==> src/rtl/core/stp_pkg.sv <==
// Package for the stick-to-paddle position block.
// Holds the configuration and command structures, register indexes and constants.
// Depends on nothing.
`default_nettype none

package stp_pkg;

   localparam logic [1:0] MODE_ABSOLUTE = 2'd0;
   localparam logic [1:0] MODE_RELATIVE = 2'd1;
   localparam logic [1:0] MODE_FOUR_WAY = 2'd2;

   localparam logic [2:0] REG_STICK_MODE    = 3'd0;
   localparam logic [2:0] REG_X_SCALE_MAX   = 3'd1;
   localparam logic [2:0] REG_Y_SCALE_MAX   = 3'd2;
   localparam logic [2:0] REG_WRAP_X_ENABLE = 3'd3;
   localparam logic [2:0] REG_WRAP_Y_ENABLE = 3'd4;
   localparam logic [2:0] REG_Y_AXIS_SELECT = 3'd5;

   localparam logic [1:0] RESET_STICK_MODE    = 2'd0;
   localparam logic [7:0] RESET_X_SCALE_MAX   = 8'd135;
   localparam logic [7:0] RESET_Y_SCALE_MAX   = 8'd160;
   localparam logic [1:0] RESET_Y_AXIS_SELECT = 2'd1;

   // Reciprocals ceil(2^24 / d) for the divisors 160, 80 and 53; exact for 16-bit dividends.
   localparam int unsigned RECIP_SHIFT = 24;
   localparam logic [18:0] RECIP_160   = 19'd104858;
   localparam logic [18:0] RECIP_80    = 19'd209716;
   localparam logic [18:0] RECIP_53    = 19'd316552;

   localparam logic [15:0] DEADZONE     = 16'd16384;
   localparam logic signed [15:0] POS_MAX     = 16'sd32767;
   localparam logic signed [15:0] POS_MIN     = -16'sd32768;
   localparam logic signed [15:0] SNAP_NEG    = -16'sd32767;
   localparam logic [16:0] SCALE_DIVISOR = 17'd65535;

   typedef struct packed {
      logic [1:0] stick_mode;
      logic [7:0] x_scale_max;
      logic [7:0] y_scale_max;
      logic       wrap_x_enable;
      logic       wrap_y_enable;
      logic [1:0] y_axis_select;
   } cfg_type;

   typedef struct packed {
      logic write_axis;
      logic load_tick;
      logic accel;
      logic position;
      logic scale;
      logic load_out;
   } cmd_type;

   typedef enum logic [2:0] {
      ST_IDLE,
      ST_ACCEL,
      ST_POSITION,
      ST_SCALE,
      ST_EMIT
   } state_type;

endpackage

`default_nettype wire

==> src/rtl/core/stp_csr.sv <==
// Configuration registers of the stick-to-paddle block behind an APB-style port.
// Depends on stp_pkg for the register indexes, reset values and cfg_type.
`default_nettype none

module stp_csr (
   input  wire logic             clock,
   input  wire logic             reset,
   input  wire logic             csr_psel,
   input  wire logic             csr_penable,
   input  wire logic             csr_pwrite,
   input  wire logic [4:0]       csr_paddr,
   input  wire logic [31:0]      csr_pwdata,
   output      logic [31:0]      csr_prdata,
   output      logic             csr_pready,
   output      stp_pkg::cfg_type cfg
);

   stp_pkg::cfg_type cfg_ff;
   stp_pkg::cfg_type cfg_in;
   logic [2:0]       index;
   logic             write_en;

   assign index      = csr_paddr[4:2];
   assign csr_pready = 1'b1;
   assign write_en   = csr_psel & csr_penable & csr_pwrite & csr_pready;
   assign cfg        = cfg_ff;

   always_comb begin
      cfg_in = cfg_ff;
      if (write_en) begin
         case (index)
            stp_pkg::REG_STICK_MODE:    cfg_in.stick_mode    = csr_pwdata[1:0];
            stp_pkg::REG_X_SCALE_MAX:   cfg_in.x_scale_max   = csr_pwdata[7:0];
            stp_pkg::REG_Y_SCALE_MAX:   cfg_in.y_scale_max   = csr_pwdata[7:0];
            stp_pkg::REG_WRAP_X_ENABLE: cfg_in.wrap_x_enable = csr_pwdata[0];
            stp_pkg::REG_WRAP_Y_ENABLE: cfg_in.wrap_y_enable = csr_pwdata[0];
            stp_pkg::REG_Y_AXIS_SELECT: cfg_in.y_axis_select = csr_pwdata[1:0];
            default: ;
         endcase
      end
   end

   always_ff @(posedge clock) begin
      if (reset) begin
         cfg_ff.stick_mode    <= stp_pkg::RESET_STICK_MODE;
         cfg_ff.x_scale_max   <= stp_pkg::RESET_X_SCALE_MAX;
         cfg_ff.y_scale_max   <= stp_pkg::RESET_Y_SCALE_MAX;
         cfg_ff.wrap_x_enable <= 1'b0;
         cfg_ff.wrap_y_enable <= 1'b0;
         cfg_ff.y_axis_select <= stp_pkg::RESET_Y_AXIS_SELECT;
      end else begin
         cfg_ff <= cfg_in;
      end
   end

   always_comb begin
      case (index)
         stp_pkg::REG_STICK_MODE:    csr_prdata = {30'd0, cfg_ff.stick_mode};
         stp_pkg::REG_X_SCALE_MAX:   csr_prdata = {24'd0, cfg_ff.x_scale_max};
         stp_pkg::REG_Y_SCALE_MAX:   csr_prdata = {24'd0, cfg_ff.y_scale_max};
         stp_pkg::REG_WRAP_X_ENABLE: csr_prdata = {31'd0, cfg_ff.wrap_x_enable};
         stp_pkg::REG_WRAP_Y_ENABLE: csr_prdata = {31'd0, cfg_ff.wrap_y_enable};
         stp_pkg::REG_Y_AXIS_SELECT: csr_prdata = {30'd0, cfg_ff.y_axis_select};
         default:                    csr_prdata = 32'd0;
      endcase
   end

endmodule

`default_nettype wire

==> src/rtl/core/stp_ctrl.sv <==
// Controller state machine of the stick-to-paddle block: handshakes and datapath commands.
// Depends on stp_pkg for state_type and cmd_type.
`default_nettype none

module stp_ctrl (
   input  wire logic             clock,
   input  wire logic             reset,
   input  wire logic             req_tvalid,
   input  wire logic             req_action,
   output      logic             req_tready,
   output      logic             rsp_tvalid,
   input  wire logic             rsp_tready,
   output      stp_pkg::cmd_type cmd
);

   stp_pkg::state_type state_ff;
   stp_pkg::state_type state_in;
   logic               rsp_valid_ff;
   logic               rsp_valid_in;

   always_comb begin
      state_in = state_ff;
      case (state_ff)
         stp_pkg::ST_IDLE: begin
            if (req_tvalid && req_action) begin
               state_in = stp_pkg::ST_ACCEL;
            end
         end
         stp_pkg::ST_ACCEL:    state_in = stp_pkg::ST_POSITION;
         stp_pkg::ST_POSITION: state_in = stp_pkg::ST_SCALE;
         stp_pkg::ST_SCALE:    state_in = stp_pkg::ST_EMIT;
         stp_pkg::ST_EMIT: begin
            if (!rsp_valid_ff || rsp_tready) begin
               state_in = stp_pkg::ST_IDLE;
            end
         end
         default: state_in = stp_pkg::ST_IDLE;
      endcase
   end

   always_comb begin
      cmd        = '0;
      req_tready = 1'b0;
      case (state_ff)
         stp_pkg::ST_IDLE: begin
            req_tready     = 1'b1;
            cmd.write_axis = req_tvalid & ~req_action;
            cmd.load_tick  = req_tvalid & req_action;
         end
         stp_pkg::ST_ACCEL:    cmd.accel    = 1'b1;
         stp_pkg::ST_POSITION: cmd.position = 1'b1;
         stp_pkg::ST_SCALE:    cmd.scale    = 1'b1;
         stp_pkg::ST_EMIT:     cmd.load_out = ~rsp_valid_ff | rsp_tready;
         default: ;
      endcase
   end

   always_comb begin
      rsp_valid_in = rsp_valid_ff;
      if (cmd.load_out) begin
         rsp_valid_in = 1'b1;
      end else if (rsp_tready) begin
         rsp_valid_in = 1'b0;
      end
   end

   assign rsp_tvalid = rsp_valid_ff;

   always_ff @(posedge clock) begin
      if (reset) begin
         state_ff     <= stp_pkg::ST_IDLE;
         rsp_valid_ff <= 1'b0;
      end else begin
         state_ff     <= state_in;
         rsp_valid_ff <= rsp_valid_in;
      end
   end

endmodule

`default_nettype wire

==> src/rtl/core/stp_datapath.sv <==
// Datapath of the stick-to-paddle block: axis store, acceleration, position and scaling.
// Depends on stp_pkg for cfg_type, cmd_type and the arithmetic constants.
`default_nettype none

module stp_datapath #(
   parameter int AXIS_COUNT = 8
) (
   input  wire logic               clock,
   input  wire logic               reset,
   input  wire stp_pkg::cfg_type   cfg,
   input  wire stp_pkg::cmd_type   cmd,
   input  wire logic [2:0]         axis_number,
   input  wire logic signed [15:0] axis_value,
   output      logic [47:0]        rsp_data
);

   localparam int IDX_W = $clog2(AXIS_COUNT);

   logic signed [15:0] store_ff [AXIS_COUNT];
   logic signed [15:0] x_ff, y_ff;
   logic signed [15:0] pos_x_ff, pos_y_ff;
   logic signed [15:0] pos_x_in, pos_y_in;
   logic [34:0]        prod_x_ff, prod_y_ff;
   logic [23:0]        scale_x_ff, scale_y_ff;
   logic [47:0]        rsp_data_ff;

   logic [4:0]         num_ext;
   logic               num_ok;
   logic [IDX_W-1:0]   wr_idx;
   logic [4:0]         ysel_ext;
   logic [IDX_W-1:0]   ysel_idx;
   logic [15:0]        mag_x, mag_y;
   logic [7:0]         paddle_x, paddle_y;

   assign num_ext  = {2'b00, axis_number};
   assign num_ok   = num_ext < 5'(AXIS_COUNT);
   assign wr_idx   = num_ext[IDX_W-1:0];
   assign ysel_ext = {3'b000, cfg.y_axis_select};
   assign ysel_idx = ysel_ext[IDX_W-1:0];

   function automatic logic [15:0] magnitude(input logic signed [15:0] v);
      logic [15:0] r;
      r = v[15] ? 16'(-v) : 16'(v);
      return r;
   endfunction

   // |v| / 16384 picks the divisor 160, 80 or 53.
   function automatic logic [18:0] recip(input logic [15:0] m);
      logic [18:0] r;
      case (m[15:14])
         2'b00:   r = stp_pkg::RECIP_160;
         2'b01:   r = stp_pkg::RECIP_80;
         default: r = stp_pkg::RECIP_53;
      endcase
      return r;
   endfunction

   function automatic logic signed [15:0] move(input logic signed [15:0] p,
                                               input logic [34:0]        prod,
                                               input logic               neg,
                                               input logic               wrap);
      logic [10:0]        q;
      logic signed [17:0] a;
      logic signed [17:0] s;
      logic signed [15:0] r;
      q = prod[34:stp_pkg::RECIP_SHIFT];
      a = neg ? -18'sd0 - 18'($signed({1'b0, q})) : 18'($signed({1'b0, q}));
      s = 18'(p) + a;
      if (s < 18'(stp_pkg::POS_MIN)) begin
         r = wrap ? s[15:0] : stp_pkg::POS_MIN;
      end else if (s > 18'(stp_pkg::POS_MAX)) begin
         r = wrap ? s[15:0] : stp_pkg::POS_MAX;
      end else begin
         r = s[15:0];
      end
      return r;
   endfunction

   // Division by 65535: quotient from the upper bits, then one correction step.
   function automatic logic [7:0] div_full(input logic [23:0] t);
      logic [7:0]  q;
      logic [16:0] rem;
      q   = t[23:16];
      rem = {1'b0, t[15:0]} + {9'd0, q};
      return (rem >= stp_pkg::SCALE_DIVISOR) ? q + 8'd1 : q;
   endfunction

   assign mag_x = magnitude(x_ff);
   assign mag_y = magnitude(y_ff);

   always_comb begin
      pos_x_in = pos_x_ff;
      pos_y_in = pos_y_ff;
      case (cfg.stick_mode)
         stp_pkg::MODE_RELATIVE: begin
            pos_x_in = move(pos_x_ff, prod_x_ff, x_ff[15], cfg.wrap_x_enable);
            pos_y_in = move(pos_y_ff, prod_y_ff, y_ff[15], cfg.wrap_y_enable);
         end
         stp_pkg::MODE_FOUR_WAY: begin
            if (mag_x > stp_pkg::DEADZONE) begin
               if (mag_x > mag_y) begin
                  pos_x_in = x_ff[15] ? stp_pkg::SNAP_NEG : stp_pkg::POS_MAX;
                  pos_y_in = 16'sd0;
               end else if (mag_y > mag_x) begin
                  pos_x_in = 16'sd0;
                  pos_y_in = y_ff[15] ? stp_pkg::SNAP_NEG : stp_pkg::POS_MAX;
               end
            end else if (mag_y > stp_pkg::DEADZONE) begin
               pos_x_in = 16'sd0;
               pos_y_in = y_ff[15] ? stp_pkg::SNAP_NEG : stp_pkg::POS_MAX;
            end else begin
               pos_x_in = 16'sd0;
               pos_y_in = 16'sd0;
            end
         end
         default: begin
            pos_x_in = x_ff;
            pos_y_in = y_ff;
         end
      endcase
   end

   assign paddle_x = div_full(scale_x_ff);
   assign paddle_y = div_full(scale_y_ff);

   always_ff @(posedge clock) begin
      if (reset) begin
         for (int i = 0; i < AXIS_COUNT; i++) begin
            store_ff[i] <= 16'sd0;
         end
         pos_x_ff <= 16'sd0;
         pos_y_ff <= 16'sd0;
      end else begin
         if (cmd.write_axis && num_ok) begin
            store_ff[wr_idx] <= axis_value;
         end
         if (cmd.position) begin
            pos_x_ff <= pos_x_in;
            pos_y_ff <= pos_y_in;
         end
      end
   end

   always_ff @(posedge clock) begin
      if (cmd.load_tick) begin
         x_ff <= store_ff[0];
         y_ff <= store_ff[ysel_idx];
      end
      if (cmd.accel) begin
         prod_x_ff <= 35'(mag_x * recip(mag_x));
         prod_y_ff <= 35'(mag_y * recip(mag_y));
      end
      if (cmd.scale) begin
         scale_x_ff <= 24'({~pos_x_ff[15], pos_x_ff[14:0]} * cfg.x_scale_max);
         scale_y_ff <= 24'({~pos_y_ff[15], pos_y_ff[14:0]} * cfg.y_scale_max);
      end
      if (cmd.load_out) begin
         rsp_data_ff <= {pos_y_ff, pos_x_ff, paddle_y, paddle_x};
      end
   end

   assign rsp_data = rsp_data_ff;

endmodule

`default_nettype wire

==> src/rtl/core/stick_to_paddle_position.sv <==
// Top level of the stick-to-paddle position block; joins registers, controller and datapath.
// An update beat is taken while idle and the next beat may follow at once. A tick beat gives
// its result after the four steps of the controller (acceleration multiply, position,
// scaling multiply, output load), and no new beat is taken until the load is done. The output
// register holds a result while the next beat is taken.
// Synchronous reset clears the axis store and positions and loads the register defaults.
`default_nettype none

module stick_to_paddle_position #(
   parameter int AXIS_COUNT = 8
) (
   input  wire logic        clock,
   input  wire logic        reset,
   input  wire logic        req_tvalid,
   output      logic        req_tready,
   input  wire logic [23:0] req_tdata,   // axis_number[2:0], axis_value[18:3], zero fill
   input  wire logic        req_tuser,   // action[0]
   output      logic        rsp_tvalid,
   input  wire logic        rsp_tready,
   output      logic [47:0] rsp_tdata,   // x_paddle, y_paddle, x_position, y_position
   input  wire logic        csr_psel,
   input  wire logic        csr_penable,
   input  wire logic        csr_pwrite,
   input  wire logic [4:0]  csr_paddr,
   input  wire logic [31:0] csr_pwdata,
   output      logic [31:0] csr_prdata,
   output      logic        csr_pready
);

   stp_pkg::cfg_type cfg;
   stp_pkg::cmd_type cmd;

   stp_csr u_csr (
      .clock       (clock),
      .reset       (reset),
      .csr_psel    (csr_psel),
      .csr_penable (csr_penable),
      .csr_pwrite  (csr_pwrite),
      .csr_paddr   (csr_paddr),
      .csr_pwdata  (csr_pwdata),
      .csr_prdata  (csr_prdata),
      .csr_pready  (csr_pready),
      .cfg         (cfg)
   );

   stp_ctrl u_ctrl (
      .clock      (clock),
      .reset      (reset),
      .req_tvalid (req_tvalid),
      .req_action (req_tuser),
      .req_tready (req_tready),
      .rsp_tvalid (rsp_tvalid),
      .rsp_tready (rsp_tready),
      .cmd        (cmd)
   );

   stp_datapath #(
      .AXIS_COUNT (AXIS_COUNT)
   ) u_datapath (
      .clock       (clock),
      .reset       (reset),
      .cfg         (cfg),
      .cmd         (cmd),
      .axis_number (req_tdata[2:0]),
      .axis_value  ($signed(req_tdata[18:3])),
      .rsp_data    (rsp_tdata)
   );

endmodule

`default_nettype wire

==> config.mk <==
export PLATFORM = sky130hd
export DESIGN_NAME = stick_to_paddle_position
export DESIGN_NICKNAME = d
export VERILOG_FILES = /design/src/rtl/core/stp_pkg.sv /design/src/rtl/core/stp_csr.sv /design/src/rtl/core/stp_ctrl.sv /design/src/rtl/core/stp_datapath.sv /design/src/rtl/core/stick_to_paddle_position.sv
export SDC_FILE = /design/constraint.sdc
export NUM_CORES = 2
export LEC_CHECK = 0
export BUFFER_PORTS_ARGS = -buffer_cell sky130_fd_sc_hd__clkbuf_2
export CAP_MARGIN = 20
export CORE_AREA = 2 2 245 247
export CTS_BUF_LIST = sky130_fd_sc_hd__clkbuf_8
export DETAILED_ROUTE_END_ITERATION = 12
export DIE_AREA = 0 0 247 249
export GPL_ROUTABILITY_DRIVEN = 0
export PLACE_DENSITY_LB_ADDON = 0.1
export SYNTH_ARGS = -nofsm -noshare
export SYNTH_HDL_FRONTEND = slang
export SYNTH_SLANG_ARGS = --single-unit
==> constraint.sdc <==
create_clock -name clock -period 22.2 [get_ports clock]
set_input_delay 0 -clock clock [delete_from_list [all_inputs] [get_ports clock]]
set_output_delay 0 -clock clock [all_outputs]
set_load 0.01 [all_outputs]
==> impl_metrics.json <==
{
  "run_status": "finished, final reports clean",
  "wl_um": 86860,
  "fmax_mhz": 96.92,
  "antenna_found_initial": 2,
  "place_hpwl_um": 70970,
  "drv_slew": 0,
  "first_iter_violations": 1763,
  "root_buffer": "clkbuf_8",
  "htree_levels": 2,
  "powerDensity_mw_per_mm2": 135.8,
  "die_w_um": 247,
  "cp_common_cell": "inv_1",
  "layout_common_cells": "inv_1, fa_1, ha_1, nand2_1, edfxtp_1",
  "async_flop_share": 0,
  "cap_violations": 0,
  "holdCritStartpoint": "req_tdata[1]",
  "cts_buffers": 47,
  "vias": 26084,
  "die_h_um": 249,
  "die-area_mm2": 0.06150,
  "grt_setup_unrepaired": "false",
  "ant_nets": 0,
  "crit-reg2reg-capture": "u_datapath.prod_x_ff[33]$_DFFE_PP_",
  "routedWlPerCell_um": 18.89,
  "mostFrequentLayoutCell": "inv_1",
  "cts.clk_slew.worst_paths_ns": 0.06,
  "grt_pass1_vias": 27699,
  "crit_fanout": 14,
  "holdCritPathClass": "in2reg",
  "fin_skew_ns": 0.04224,
  "cts_buffer_depth": 3,
  "crit_type": "reg2reg",
  "reg2reg_depth": 31,
  "cpMaxStageDelayCell": "nor4b_1",
  "grt_pass1_wl_um": 142900,
  "area_delta_synth_final_pct": 7.048,
  "worstPathRequired_ns": 22.59,
  "synth_cells": 3663,
  "nets": 4780,
  "rows": 89,
  "synth_ff_type": "edfxtp_1",
  "dr.pass1.iters": 6,
  "coreArea_mm2": 0.05869,
  "ys_types": 92,
  "setup_viol": 0,
  "peakVddDrop_v": 0.0002695,
  "p_leak_nw": 18.95,
  "cts_tree": "built",
  "slew_headroom": 0.2532,
  "hold_depth": 4,
  "grtUsageTotal": 0.2926,
  "cp-start-kind": "flip-flop",
  "min_period_ns": 10.32,
  "post_route_cells_drive_above_1_share": 0.07089,
  "ios": 152,
  "syn_area_mm2": 0.03631,
  "grt.overflow.total": 0,
  "whs_endpoint": "u_datapath.store_ff[0][11]$_SDFFCE_PN0P_",
  "clkLatencyLatePin_ns": 0.65,
  "cp.arrival_ns": 10.71,
  "ys_seq_elements": 272,
  "remaining_drc_errors": 0,
  "syn_area_per_cell_um2": 9.912,
  "fin_setup_tns_ns": 0,
  "final_core_util": 0.6623,
  "routed_via_density": 5.673,
  "hold_viol": 0,
  "fin_crit_sh": 0.4648,
  "reg2reg_slack_ns": 11.88,
  "yosys_warnings": 0,
  "synth_edf_count": 214,
  "grt_max_degree": 50,
  "portBuffers": 95,
  "start_util": 0.6187,
  "rr_startpoint": "u_datapath.x_ff[0]$_DFFE_PP_",
  "ys_seq_area_frac": 0.2090,
  "postCtsSetupBuffers": 0,
  "cts.sinks": 272,
  "tightest_slew_ns": 1.119,
  "cp-end-kind": "flip-flop",
  "max_stage_delay_ns": 0.82
}
[layer usage]
layer / track usage / part of all wire / vias to the layer above
met5: 0 / 0 / -
met4: 0.1029 / 0.035 / 0
met3: 0.03318 / 0.057 / 201
met2: 0.4941 / 0.49 / 922
met1: 0.3911 / 0.42 / 13031
li1: - / - / 11930
[cell usage after synthesis (6+ instances only)]
| library cell | instances | area share |
|---|---|---|
| inv_1 | 746 | 0.077 |
| or3_1 | 21 | 0.0036 |
| o41ai_1 | 9 | 0.0022 |
| o221ai_2 | 7 | 0.0029 |
| buf_1 | 7 | 0.00072 |
| a21o_1 | 33 | 0.0068 |
| nand3b_1 | 7 | 0.0014 |
| o21bai_1 | 8 | 0.0017 |
| buf_2 | 7 | 0.00096 |
| xor2_1 | 41 | 0.0099 |
| nor3_1 | 37 | 0.0051 |
| a211o_1 | 11 | 0.0027 |
| nand2b_1 | 42 | 0.0072 |
| dfxtp_1 | 58 | 0.032 |
| nand2_1 | 314 | 0.032 |
| nand4_1 | 22 | 0.0038 |
| and3_1 | 16 | 0.0028 |
| nor2b_1 | 38 | 0.0065 |
| o21a_1 | 32 | 0.0066 |
| nor2_1 | 164 | 0.017 |
| o2111ai_1 | 7 | 0.0017 |
| mux4_2 | 16 | 0.0099 |
| a31o_2 | 7 | 0.0017 |
| a211oi_1 | 11 | 0.0023 |
| or2_2 | 14 | 0.0024 |
| or4_1 | 9 | 0.0019 |
| nor4_1 | 11 | 0.0019 |
| and2_1 | 188 | 0.032 |
| o31ai_1 | 14 | 0.0029 |
| buf_4 | 26 | 0.0054 |
| a31oi_1 | 17 | 0.0029 |
| clkbuf_1 | 112 | 0.012 |
| o21ai_1 | 13 | 0.0018 |
| nand3_1 | 47 | 0.0065 |
| mux2i_1 | 14 | 0.0039 |
| o211ai_1 | 11 | 0.0023 |
| xnor2_1 | 116 | 0.028 |
| edfxtp_1 | 214 | 0.18 |
| and4_1 | 6 | 0.0014 |
| o21ai_0 | 71 | 0.0098 |
| a21oi_1 | 81 | 0.011 |
| a22oi_1 | 14 | 0.0029 |
| fa_1 | 522 | 0.29 |
| ha_1 | 405 | 0.14 |
[critical path, delay by kind of cell (launching register included)]
family / cells / cell delay (ns)
AND/OR/NAND/NOR: 7 / 2.61
XOR/XNOR: 2 / 0.22
flip-flops: 1 / 0.71
AO/OA/AOI/OAI: 6 / 1.52
adder cells (fa/ha/maj): 8 / 3.71
buffers and inverters: 8 / 1.27
[worst max path at each step]
stage                                       startpoint                            endpoint  slack (ns)
after global placement    u_datapath.x_ff[0]$_DFFE_PP_  u_datapath.prod_x_ff[33]$_DFFE_PP_       12.15
after CTS                 u_datapath.x_ff[0]$_DFFE_PP_  u_datapath.prod_x_ff[33]$_DFFE_PP_       12.01
final                     u_datapath.x_ff[0]$_DFFE_PP_  u_datapath.prod_x_ff[33]$_DFFE_PP_       11.88
after global routing      u_datapath.x_ff[0]$_DFFE_PP_  u_datapath.prod_x_ff[33]$_DFFE_PP_       11.29
after detailed placement  u_datapath.x_ff[0]$_DFFE_PP_  u_datapath.prod_x_ff[33]$_DFFE_PP_       12.10
after floorplan           u_datapath.x_ff[0]$_DFFE_PP_  u_datapath.prod_x_ff[33]$_DFFE_PP_       13.83
[registers in the layout, indices dropped and copies added (netlist names)]
signal,flops
u_datapath.prod_x_ff,11
u_datapath.y_ff,16
u_datapath.x_ff,16
u_datapath.scale_x_ff,24
u_ctrl.rsp_tvalid,1
u_datapath.prod_y_ff,11
u_csr.cfg,22
u_datapath.rsp_data,48
u_datapath.store_ff,64
u_ctrl.state_ff,3
u_datapath.scale_y_ff,24
u_datapath.pos_x_ff,16
u_datapath.pos_y_ff,16
[repair_timing]
item,in CTS,in global routing
hold endpoints to repair,97,0
gates resized for setup,0,0
hold buffers,38,0
endpoints found under the setup margin,0,0
[where the power goes]
part           total, W  switching [W]  internal, W
logic           0.00410        0.00237      0.00173
registers      0.000711      0.0000468     0.000664
clock network  0.000464       0.000222     0.000242
total           0.00528        0.00264      0.00264
[kinds of logic (layout without fill, tap and decap cells)]
family	count (synthesis)	after routing	share of synthesized area
AOI/OAI and AO/OA	402	402	0.07913
xor gates and xnor gates	157	157	0.03787
adders and majority gates	927	927	0.4274
buffers and inverters	907	998	0.09777
DFF	272	272	0.2090
muxes	35	35	0.01544
other	2	73	0.0002069
and+or+nand+nor	961	961	0.1332
[layout make-up]
type,instances,area (um2)
multi-input combinational,2553,25460
clock buffer,52,715.7
tap,773,967.2
antenna,2,5.005
sequential,272,7587
inverter,750,2816
clock inverter,36,229.0
fill,4575,19820
timing repair buffer,160,1086
[through the flow]
step / total power [W] / instances / setup WS (ns) / hold WS (ns) / area (um2)
global placement: 0.004639 / 4468 / 12.15 / 0.2380 / 37490
detailed placement: 0.004810 / 4468 / 12.10 / 0.2431 / 37490
global route: 0.006001 / 4597 / 11.29 / 0.06266 / 38860
finish: 0.005276 / 4598 / 11.88 / 0.05295 / 38860
CTS: 0.005338 / 4594 / 12.01 / 0.002425 / 38820
floorplan: 0.003731 / 3732 / 13.83 / 0.1179 / 36570
No activity file was read; power rests on OpenSTA's default activity.
